===== config.mk =====
export PLATFORM = sky130hd
export DESIGN_NAME = servo_packet_framer_crc16
export DESIGN_NICKNAME = d
export VERILOG_FILES = /design/src/hw/rtl/spf_pkg.sv /design/src/hw/rtl/spf_crc_byte.sv /design/src/hw/rtl/servo_packet_framer_crc16.sv
export SDC_FILE = /design/constraint.sdc
export NUM_CORES = 1
export LEC_CHECK = 0
export ABC_AREA = 0
export BUFFER_PORTS_ARGS = -buffer_cell sky130_fd_sc_hd__buf_2
export CAP_MARGIN = 20
export CORE_MARGIN = 5
export CORE_UTILIZATION = 50
export CTS_CLUSTER_SIZE = 12
export DETAILED_ROUTE_END_ITERATION = 10
export PLACE_DENSITY = 0.81
export SLEW_MARGIN = 20
export SYNTH_ARGS = -nofsm -noshare
export SYNTH_HDL_FRONTEND = slang
export SYNTH_HIERARCHICAL = 1
export SYNTH_SLANG_ARGS = --single-unit

===== constraint.sdc =====
create_clock -name aclk -period 2.85 [get_ports aclk]
set_input_delay 0.855 -clock aclk [delete_from_list [all_inputs] [get_ports aclk]]
set_output_delay 0.855 -clock aclk [all_outputs]
set_load 0.02 [all_outputs]

===== src/hw/rtl/spf_pkg.sv =====
// ----------------------------------------------------------------------------
// spf_pkg
// Shared types and constants for the servo packet framer with CRC-16.
// ----------------------------------------------------------------------------
package spf_pkg;

    localparam logic [7:0]  HDR_SYNC = 8'hFF;
    localparam logic [7:0]  HDR_MARK = 8'hFD;
    localparam logic [7:0]  HDR_RSV  = 8'h00;
    localparam logic [15:0] CRC_POLY = 16'h8005;
    localparam logic [15:0] CRC_INIT = 16'h0000;

    // which byte of the held word goes out next
    typedef enum logic [6:0] {
        PH_HDR0   = 7'b0000001,
        PH_HDR1   = 7'b0000010,
        PH_HDR2   = 7'b0000100,
        PH_HDR3   = 7'b0001000,
        PH_BODY   = 7'b0010000,
        PH_CRC_LO = 7'b0100000,
        PH_CRC_HI = 7'b1000000
    } phase_t;

endpackage


===== src/hw/rtl/spf_crc_byte.sv =====
// ----------------------------------------------------------------------------
// spf_crc_byte
// One byte of CRC-16 update, polynomial 0x8005, MSB first, no reflection.
// ----------------------------------------------------------------------------
module spf_crc_byte (
    input  logic [15:0] crc_in,
    input  logic [7:0]  data_in,
    output logic [15:0] crc_out
);
    import spf_pkg::*;

    always_comb begin
        logic [15:0] c;
        c = crc_in ^ {data_in, 8'h00};
        for (int b = 0; b < 8; b++) begin
            if (c[15]) begin
                c = {c[14:0], 1'b0} ^ CRC_POLY;
            end else begin
                c = {c[14:0], 1'b0};
            end
        end
        crc_out = c;
    end

endmodule


===== src/hw/rtl/servo_packet_framer_crc16.sv =====
// ----------------------------------------------------------------------------
// servo_packet_framer_crc16
// Frames instruction packet body bytes with header and trailing CRC-16.
// ----------------------------------------------------------------------------
// Usage:
//   s_ side takes body bytes (ID, length lo/hi, instruction, params), one
//   per word; s_tlast marks the final body byte of a packet.
//   m_ side sends the framed stream: FF FF FD 00 before the first body byte
//   of a packet, body bytes unchanged, then CRC low and CRC high after the
//   last byte. m_tlast is high on the CRC high byte only.
//   CRC-16: poly 0x8005, init 0, MSB first, over header and body.
// Path: an accepted word is held in the hold register, and each byte it
//   emits is loaded into the output register that drives m_.
// Throughput: one output byte per cycle while m_tready is high. One input
//   word per cycle inside a frame; the first word of a packet sends five
//   bytes (header and body), the last word three (body and CRC), a one-byte
//   packet seven; output is the limit, one byte of a held word per cycle.
// Reset: clears the held-word and output valid flags and the frame state; the next
//   byte starts a new frame.
// Stall: with m_tready low the output register holds and the held word
//   waits; s_tready drops until the held word has sent its last byte.
// ----------------------------------------------------------------------------
module servo_packet_framer_crc16 (
    input  logic       aclk,
    input  logic       aresetn,
    input  logic       s_tvalid,
    output logic       s_tready,
    input  logic [7:0] s_tdata,   // [7:0] body_byte
    input  logic       s_tlast,   // body_last
    output logic       m_tvalid,
    input  logic       m_tready,
    output logic [7:0] m_tdata,   // [7:0] tx_byte
    output logic       m_tlast    // frame_end
);
    import spf_pkg::*;

    // held input word and its emission phase
    logic        hold_valid_reg, hold_valid_next;
    logic [7:0]  hold_byte_reg,  hold_byte_next;
    logic        hold_last_reg,  hold_last_next;
    phase_t      phase_reg,      phase_next;

    // frame state
    logic        in_frame_reg,   in_frame_next;
    logic [15:0] crc_reg,        crc_next;

    // output register
    logic        out_valid_reg,  out_valid_next;
    logic [7:0]  out_data_reg,   out_data_next;
    logic        out_last_reg,   out_last_next;

    // emission logic
    logic        advance;
    logic        finish;
    logic        accept;
    logic        feed_en;
    logic [7:0]  emit_byte;
    logic        emit_last;
    phase_t      phase_adv;
    logic [15:0] crc_base;
    logic [15:0] crc_fed;

    assign advance = hold_valid_reg && (!out_valid_reg || m_tready);

    always_comb begin
        emit_byte = hold_byte_reg;
        emit_last = 1'b0;
        feed_en   = 1'b0;
        finish    = 1'b0;
        phase_adv = phase_reg;
        case (phase_reg)
            PH_HDR0: begin
                emit_byte = HDR_SYNC;
                feed_en   = 1'b1;
                phase_adv = PH_HDR1;
            end
            PH_HDR1: begin
                emit_byte = HDR_SYNC;
                feed_en   = 1'b1;
                phase_adv = PH_HDR2;
            end
            PH_HDR2: begin
                emit_byte = HDR_MARK;
                feed_en   = 1'b1;
                phase_adv = PH_HDR3;
            end
            PH_HDR3: begin
                emit_byte = HDR_RSV;
                feed_en   = 1'b1;
                phase_adv = PH_BODY;
            end
            PH_BODY: begin
                emit_byte = hold_byte_reg;
                feed_en   = 1'b1;
                finish    = !hold_last_reg;
                phase_adv = PH_CRC_LO;
            end
            PH_CRC_LO: begin
                emit_byte = crc_reg[7:0];
                phase_adv = PH_CRC_HI;
            end
            PH_CRC_HI: begin
                emit_byte = crc_reg[15:8];
                emit_last = 1'b1;
                finish    = 1'b1;
                phase_adv = PH_HDR0;
            end
            default: begin
                emit_byte = hold_byte_reg;
                finish    = 1'b1;
                phase_adv = PH_HDR0;
            end
        endcase
    end

    // a new frame restarts the CRC from its initial value
    assign crc_base = (phase_reg == PH_HDR0) ? CRC_INIT : crc_reg;

    spf_crc_byte u_crc (
        .crc_in  (crc_base),
        .data_in (emit_byte),
        .crc_out (crc_fed)
    );

    assign s_tready = !hold_valid_reg || (advance && finish);
    assign accept   = s_tvalid && s_tready;

    always_comb begin
        in_frame_next   = in_frame_reg;
        crc_next        = crc_reg;
        hold_valid_next = hold_valid_reg;
        hold_byte_next  = hold_byte_reg;
        hold_last_next  = hold_last_reg;
        phase_next      = phase_reg;
        out_valid_next  = out_valid_reg;
        out_data_next   = out_data_reg;
        out_last_next   = out_last_reg;

        if (advance) begin
            out_valid_next = 1'b1;
            out_data_next  = emit_byte;
            out_last_next  = emit_last;
            if (feed_en) begin
                crc_next = crc_fed;
            end
            if (phase_reg == PH_BODY) begin
                in_frame_next = !hold_last_reg;
            end
            phase_next = phase_adv;
            if (finish) begin
                hold_valid_next = 1'b0;
            end
        end else if (m_tready) begin
            out_valid_next = 1'b0;
        end

        if (accept) begin
            hold_valid_next = 1'b1;
            hold_byte_next  = s_tdata;
            hold_last_next  = s_tlast;
            phase_next      = in_frame_next ? PH_BODY : PH_HDR0;
        end
    end

    always_ff @(posedge aclk) begin
        if (!aresetn) begin
            hold_valid_reg <= 1'b0;
            phase_reg      <= PH_HDR0;
            in_frame_reg   <= 1'b0;
            crc_reg        <= CRC_INIT;
            out_valid_reg  <= 1'b0;
        end else begin
            hold_valid_reg <= hold_valid_next;
            phase_reg      <= phase_next;
            in_frame_reg   <= in_frame_next;
            crc_reg        <= crc_next;
            out_valid_reg  <= out_valid_next;
        end
    end

    // payload, no reset needed
    always_ff @(posedge aclk) begin
        hold_byte_reg <= hold_byte_next;
        hold_last_reg <= hold_last_next;
        out_data_reg  <= out_data_next;
        out_last_reg  <= out_last_next;
    end

    assign m_tvalid = out_valid_reg;
    assign m_tdata  = out_data_reg;
    assign m_tlast  = out_last_reg;

endmodule

==> results of run 1 <==
layout make-up:
class,count,area share (%)
Multi-Input combinational cell,167,43.4
Sequential cell,44,35.4
Timing Repair Buffer,57,12.3
Tap cell,67,2.78
Clock buffer,6,2.41
Clock inverter,2,1.99
Inverter,14,1.74
timing repair:
item,4_1_cts,5_1_grt
endpoints found under the setup margin,1,4
setup buffers,0,7
cloned,0,0
resized for setup,1,9
pin swaps,0,9
per-layer routing:
layer  part of all wire, %  wire (um)  vias up  GRT usage, %
met1                    43       2380      946          24.1
met3                   6.9        382       14          3.77
met2                    47       2610       92          28.1
li1                      -          -      948             -
met5                     0          0        -             0
met4                   3.0        165        0          7.60
path summary, 6_finish.rpt:
check	start	endpoint	slack (ns)
setup / recovery	phase_reg[1]	s_tready	0.09
hold / removal	crc_reg[1]	crc_reg[1]	0.52
setup reg to reg	phase_reg[1]	crc_reg[15]	0.10
hold reg to reg	crc_reg[1]	crc_reg[1]	0.52
kinds of logic (layout without fill, tap and decap cells):
kind of cell | count (synthesis) | count (layout) | share of synthesized area (%)
buffers and inverters | 30 | 79 | 6.85
AOI/OAI and AO/OA | 51 | 51 | 17.1
xor gates and xnor gates | 27 | 27 | 10.3
muxes | 16 | 16 | 6.40
and+or+nand+nor | 73 | 73 | 17.0
DFF | 44 | 44 | 42.4
worst max-delay path, cell delays in order (launching register included):
cell,delay (ns)
dfxtp_1,0.44
nor2b_1,0.29
o211ai_1,0.20
buf_4,0.19
o31a_1,0.13
a21o_1,0.20
buf_2,0.16
metrics by stage:
stage / utilization (%) / hold WS (ns) / setup WS (ns)
2_1_floorplan: - / 0.466 / 0.0645
3_3_place_gp: 58.2 / 0.495 / 0.0788
3_5_place_dp: 58.2 / 0.505 / 0.0108
4_1_cts: 61.0 / 0.530 / 0.0179
5_1_grt: 62.9 / 0.551 / -0.0582
6_report: 62.9 / 0.522 / 0.0941
placed cells by master, fill, tap and decap left out, drive strengths merged, types with 2 or more instances in the layout:
master	n
nand3	5
nand4	3
clkbuf	6
a21oi	6
a211oi	4
dfxtp	26
a2bb2oi	3
bufinv	2
nor3	2
and2	18
xor2	9
nor3b	3
buf	57
o31ai	3
mux2i	16
o21ai	5
o31a	2
inv	13
a22oi	7
nand2	8
o211ai	9
nor2b	4
a221oi	3
nor2	24
edfxtp	18
or2	2
xnor2	17
power by group:
part	leakage, nW	switching [W]	total [W]	internal, W
combinational	0.744	0.000219	0.000433	0.000214
clock	0.0654	0.000203	0.000553	0.000350
sequential	0.376	0.0000268	0.000730	0.000704
total	1.19	0.000449	0.00172	0.00127
==> results by group, run 1 <==
STA
  • Tcrit/Tclk final: 96.7%
  • Final setup violation count: 0
  • Final worst path period need: 2.76 ns
  • Fin Setup TNS: 0 ns
  • Worst Max-Slew Pin Slew: ~0.48 ns
  • Fmax: 0.363 GHz
  • Max-slew violations: 0
  • Final Hold Vio Count: 0
  • Worst Skew: 0.00942 ns
  • Slew margin rel.: 67.6%

Clock tree
  • Skew-Pair Late Insertion Delay: 0.29 ns
  • CTS max path bufs: 2
  • Hold Buf Count CTS: 0
  • H-Tree Depth: 2
  • Clock root buffer: clkbuf_8
  • CTS buffer count: 5
  • Clock slew seen by the registers of the worst setup and hold paths: roughly 0.080 ns
  • Clock sinks: 44
  • TritonCTS clock tree: yes

Layout
  • Area grow syn2layout: 20.4%
  • Fin nets: slightly above 300
  • Final std cells w/o fill: 357
  • Total of fill cells in the finished design: 355
  • FF+latch area: 1060 sq um
  • Post-route cell area: 3010 sq um
  • Multi-input combinational cell area: roughly 1300 sq um
  • Antenna diodes: 0
  • Max reg flops: 16
  • Ratio of cells with drive above 1 in the final layout: 32.1%

Critical path
  • Reg2Reg Depth: 12
  • Critical Path Fanout Max: 6
  • CP Class: flop to primary output
  • Critical path data arrival time: 1.90 ns
  • CP Data Required Time: around 2.0 ns
  • Critical Path End Type: primary output
  • Crit start category: flop

Drt
  • Routed WL: 5530 um
  • Vias per cell: 5.60
  • Drt pass-1 iters: 4
  • Detail Route Antenna Nets: 0
  • Wire per inst: 15.5 um
  • Vias: 2000
  • Initial DRC count: 140
  • Residual DRC: 0

Global route
  • First-pass GRT wire length: 9060 um
  • Antenna violations before repair: 0
  • Vias in the first global route: approximately 1900
  • GR Overflow Total: 0
  • All-Layer GR Usage: 17.9%
  • Largest net degree at the start of global routing: 27

Flow run
  • Max-cap violations: 0

Synth
  • Unique cell type count in the Yosys netlist: between 50 and 60
  • Post-synth EDFFs: 18
  • Count leader, synth: dfxtp_1
  • Mapped Area: around 2500 sq um
  • Avg Cell Area, Syn: ~10 sq um
  • Syn Nets: 254
  • Top post-synthesis cells by area: edfxtp_1 (22%), dfxtp_1 (21%), mux2i_1 (6.4%)
  • Area leader, netlist: edfxtp_1
  • Asr flop ratio synth: 0%
  • Primary FF master, synth: dfxtp_1
  • Seq/Total Area, Yosys: 42.4%
  • Most frequent cells after synthesis: dfxtp_1 (26), nor2_1 (23), and2_1 (18), edfxtp_1 (18)
  • Synth top area share: 21.6%
  • Synth warn: 6
  • Mapped Cells: 241
  • FF+latch count, synth: 44

Placed design
  • Placed Cells: 342
  • Placed Area: 2790 sq um
  • Routability cong.: 0.889
  • Hpwl dp: 3890 um
  • # port buffers: 23

Power
  • Leak: 1.19 nW
  • P per Cell Area: 570 nW/um^2
  • Power Total: about 0.0017 W
  • Max VDD drop: 0.270 mV

Die
  • Io pins: 24
  • Die Width: 80.7 um
  • Die Ht: 80.7 um
  • Die area: ~6500 sq um
  • Core ar.: 4790 sq um
  • Row count: 25
  • Initial core utilization: 52.3%

Min path
  • Hold Path Class: flop to flop
  • Hold Crit Depth: 2

Outcome
  • Outcome: finished, final reports clean
(Power assumes the default switching activity.)
==> inputs of run 2 (changes only) <==
PLACE_DENSITY = 0.78   (was 0.81)
REMOVE_ABC_BUFFERS = 1   (was not set)
clock period = 2.65 ns   (was 2.85 ns; I/O delays follow)
==> run 2 against run 1 <==
The flow now finishes with violations (negative setup slack); setup slack got worse by 0.14 ns; clock skew down 0.0034 ns; hold slack better by 0.0043 ns; non-clock buffer count grew 24; power increased by 4.9%; final cell count increased by 6.7%; sequential power rose by 7.7%.
==> results by group, run 2 (same netlist as run 1, synthesis figures left out) <==
STA
  • Final Hold Vio Count: 0
  • Final setup violation count: 4
  • Final worst path period need: 2.70 ns
  • Fin Setup TNS: -0.186 ns
  • WHS: 0.526 ns
  • Slew margin rel.: about 69%
  • Max-slew violations: 0
  • Fmax: 0.371 GHz
  • Worst Skew: 0.00600 ns
  • Tcrit/Tclk final: 102%
  • Worst setup margin: -0.0481 ns
  • RSZ-0062 raised after global routing: yes
  • Worst Max-Slew Pin Slew: 0.454 ns

Layout
  • Leading cell types in the layout, fill and taps excluded: buf_4 (56), nor2_1 (23), buf_2 (22), dfxtp_1 (20)
  • Ratio of cells with drive above 1 in the final layout: 39.8%
  • Most common cell after layout, fill and taps aside: buf_4
  • Area grow syn2layout: 28.8%
  • Max reg flops: 16
  • Core Util, Final: 67.3%
  • Fin nets: between 300 and 400
  • Antenna diodes: 0

Clock tree
  • Skew-Pair Late Insertion Delay: 0.30 ns
  • Clock slew seen by the registers of the worst setup and hold paths: 0.08 ns
  • H-Tree Depth: 2
  • CTS buffer count: 5
  • Hold Buf Count CTS: 0
  • Clock root buffer: clkbuf_8
  • TritonCTS clock tree: yes
  • CTS max path bufs: 2
  • Clock sinks: 44

Die
  • Die area: 6520 sq um
  • Io pins: 24
  • Core ar.: 4790 sq um
  • Initial core utilization: 52.3%
  • Die Width: 80.7 um
  • Row count: 25
  • Die Ht: 80.7 um

Critical path
  • Crit-path slowest cell: dfxtp_2
  • Critical Path Stages: 13
  • Reg2Reg Depth: 13
  • Cell repeated most along the worst path: xnor2_2
  • Critical Path Fanout Max: 5
  • Critical path data arrival time: 2.89 ns
  • Crit path largest cell delay: approximately 0.38 ns
  • Critical Path End Type: flop
  • CP Class: flop to flop
  • Critical path cell sequence: buf_4 > nor2_4 > buf_6 > o211ai_1 > o31ai_4 > buf_4 > o211ai_1 > xnor2_2 > xnor2_2 > xnor2_2 > xnor3_1 > mux2i_1 > nor2_1
  • CP Data Required Time: 2.84 ns
  • Top delay family on crit path: XOR/XNOR gates
  • Crit start category: flop
  • Flop2flop setup slack: -0.05 ns
  • Worst path bufs/invs: 3

Drt
  • Routed WL: ~6400 um
  • Wire per inst: 16.7 um
  • Initial DRC count: roughly 220
  • Residual DRC: 0
  • Vias: 2105
  • Detail Route Antenna Nets: 0
  • Drt pass-1 iters: 4
  • Vias per cell: 5.52

Flow run
  • Max-cap violations: 0

Power
  • NetSw: around 0.00055 W
  • Sequential share of power: between 40% and 50%
  • Max VDD drop: between 0.3 and 0.4 mV
  • Leak: 1.31 nW
  • Comb pwr share: 33.0%
  • Clock Power Share: 23.4%
  • Power Total: 0.00180 W
  • Internal cell power: 0.00125 W
  • P per Cell Area: 559 nW/um^2
  • Sw Ratio: 30.4%

Global route
  • Vias in the first global route: between 1500 and 2000
  • GR Overflow Total: 0
  • All-Layer GR Usage: about a fifth
  • First-pass GRT wire length: 9340 um
  • Largest net degree at the start of global routing: 27
  • Antenna violations before repair: 0

Placed design
  • Routability cong.: around 0.84
  • # port buffers: 23
  • Hpwl dp: 3910 um

Outcome
  • Failing checks: negative setup slack
  • Outcome: complete, but fails checks

Min path
  • Hold Crit Depth: 2
  • Hold Path Class: flop to flop
==> run 2: final timing paths <==
kind | start | endpoint
worst max register to register | phase_reg[5] | crc_reg[15]
worst min-delay path | crc_reg[6] | crc_reg[6]
worst max-delay path | phase_reg[5] | crc_reg[15]
worst min register to register | crc_reg[6] | crc_reg[6]
==> run 2: what timing repair did <==
action / in CTS / in global routing
gates cloned: 0 / 0
pin swaps: 14 / 15
endpoints found under the setup margin: 3 / 6
gates resized for setup: 7 / 19
buffers inserted: 8 / 9
==> run 2: per-layer routing <==
| metal | share of wire [%] | track usage [%] | wire (um) | up-vias |
|---|---|---|---|---|
| li1 | - | - | - | 993 |
| met1 | 42 | 23.7 | 2700 | 1020 |
| met2 | 50 | 32.3 | 3160 | 80 |
| met3 | 6.0 | 3.22 | 382 | 12 |
| met4 | 2.1 | 7.43 | 134 | 0 |
| met5 | 0 | 0 | 0 | - |
==> run 2: power by group through the flow <==
stage,clock network (W),logic (W),registers [W]
after global routing,0.000453,0.000623,0.000791
after floorplan,0,0.000286,0.000805
after global placement,0,0.000473,0.000798
after detailed placement,0,0.000484,0.000800
final,0.000422,0.000594,0.000786
after CTS,0.000429,0.000518,0.000784
==> run 2: per-stage QoR <==
stage	worst slack (ns)	instances	cell area [sq um]
5_1_grt	-0.197	381	3220
3_5_place_dp	-0.0396	356	2890
3_3_place_gp	0.0122	356	2890
6_report	-0.0481	381	3220
4_1_cts	-0.0146	372	3050
2_1_floorplan	-0.239	225	2380
==> run 2: layout make-up <==
type | instances | area, sq um
Sequential cell | 44 | 1070
Fill cell | 325 | 1560
Timing Repair Buffer | 81 | 564
Multi-Input combinational cell | 167 | 1370
Tap cell | 67 | 83.8
Inverter | 14 | 52.6
Clock buffer | 7 | 76.3
Clock inverter | 1 | 8.76
==> run 2: worst register-to-register path, stage by stage (launching register included) <==
cell and delay (ns):
dfxtp_2 0.38, buf_4 0.15, nor2_4 0.05, buf_6 0.11, o211ai_1 0.15, o31ai_4 0.15
buf_4 0.18, o211ai_1 0.34, xnor2_2 0.13, xnor2_2 0.17, xnor2_2 0.21, xnor3_1 0.33
mux2i_1 0.16, nor2_1 0.05
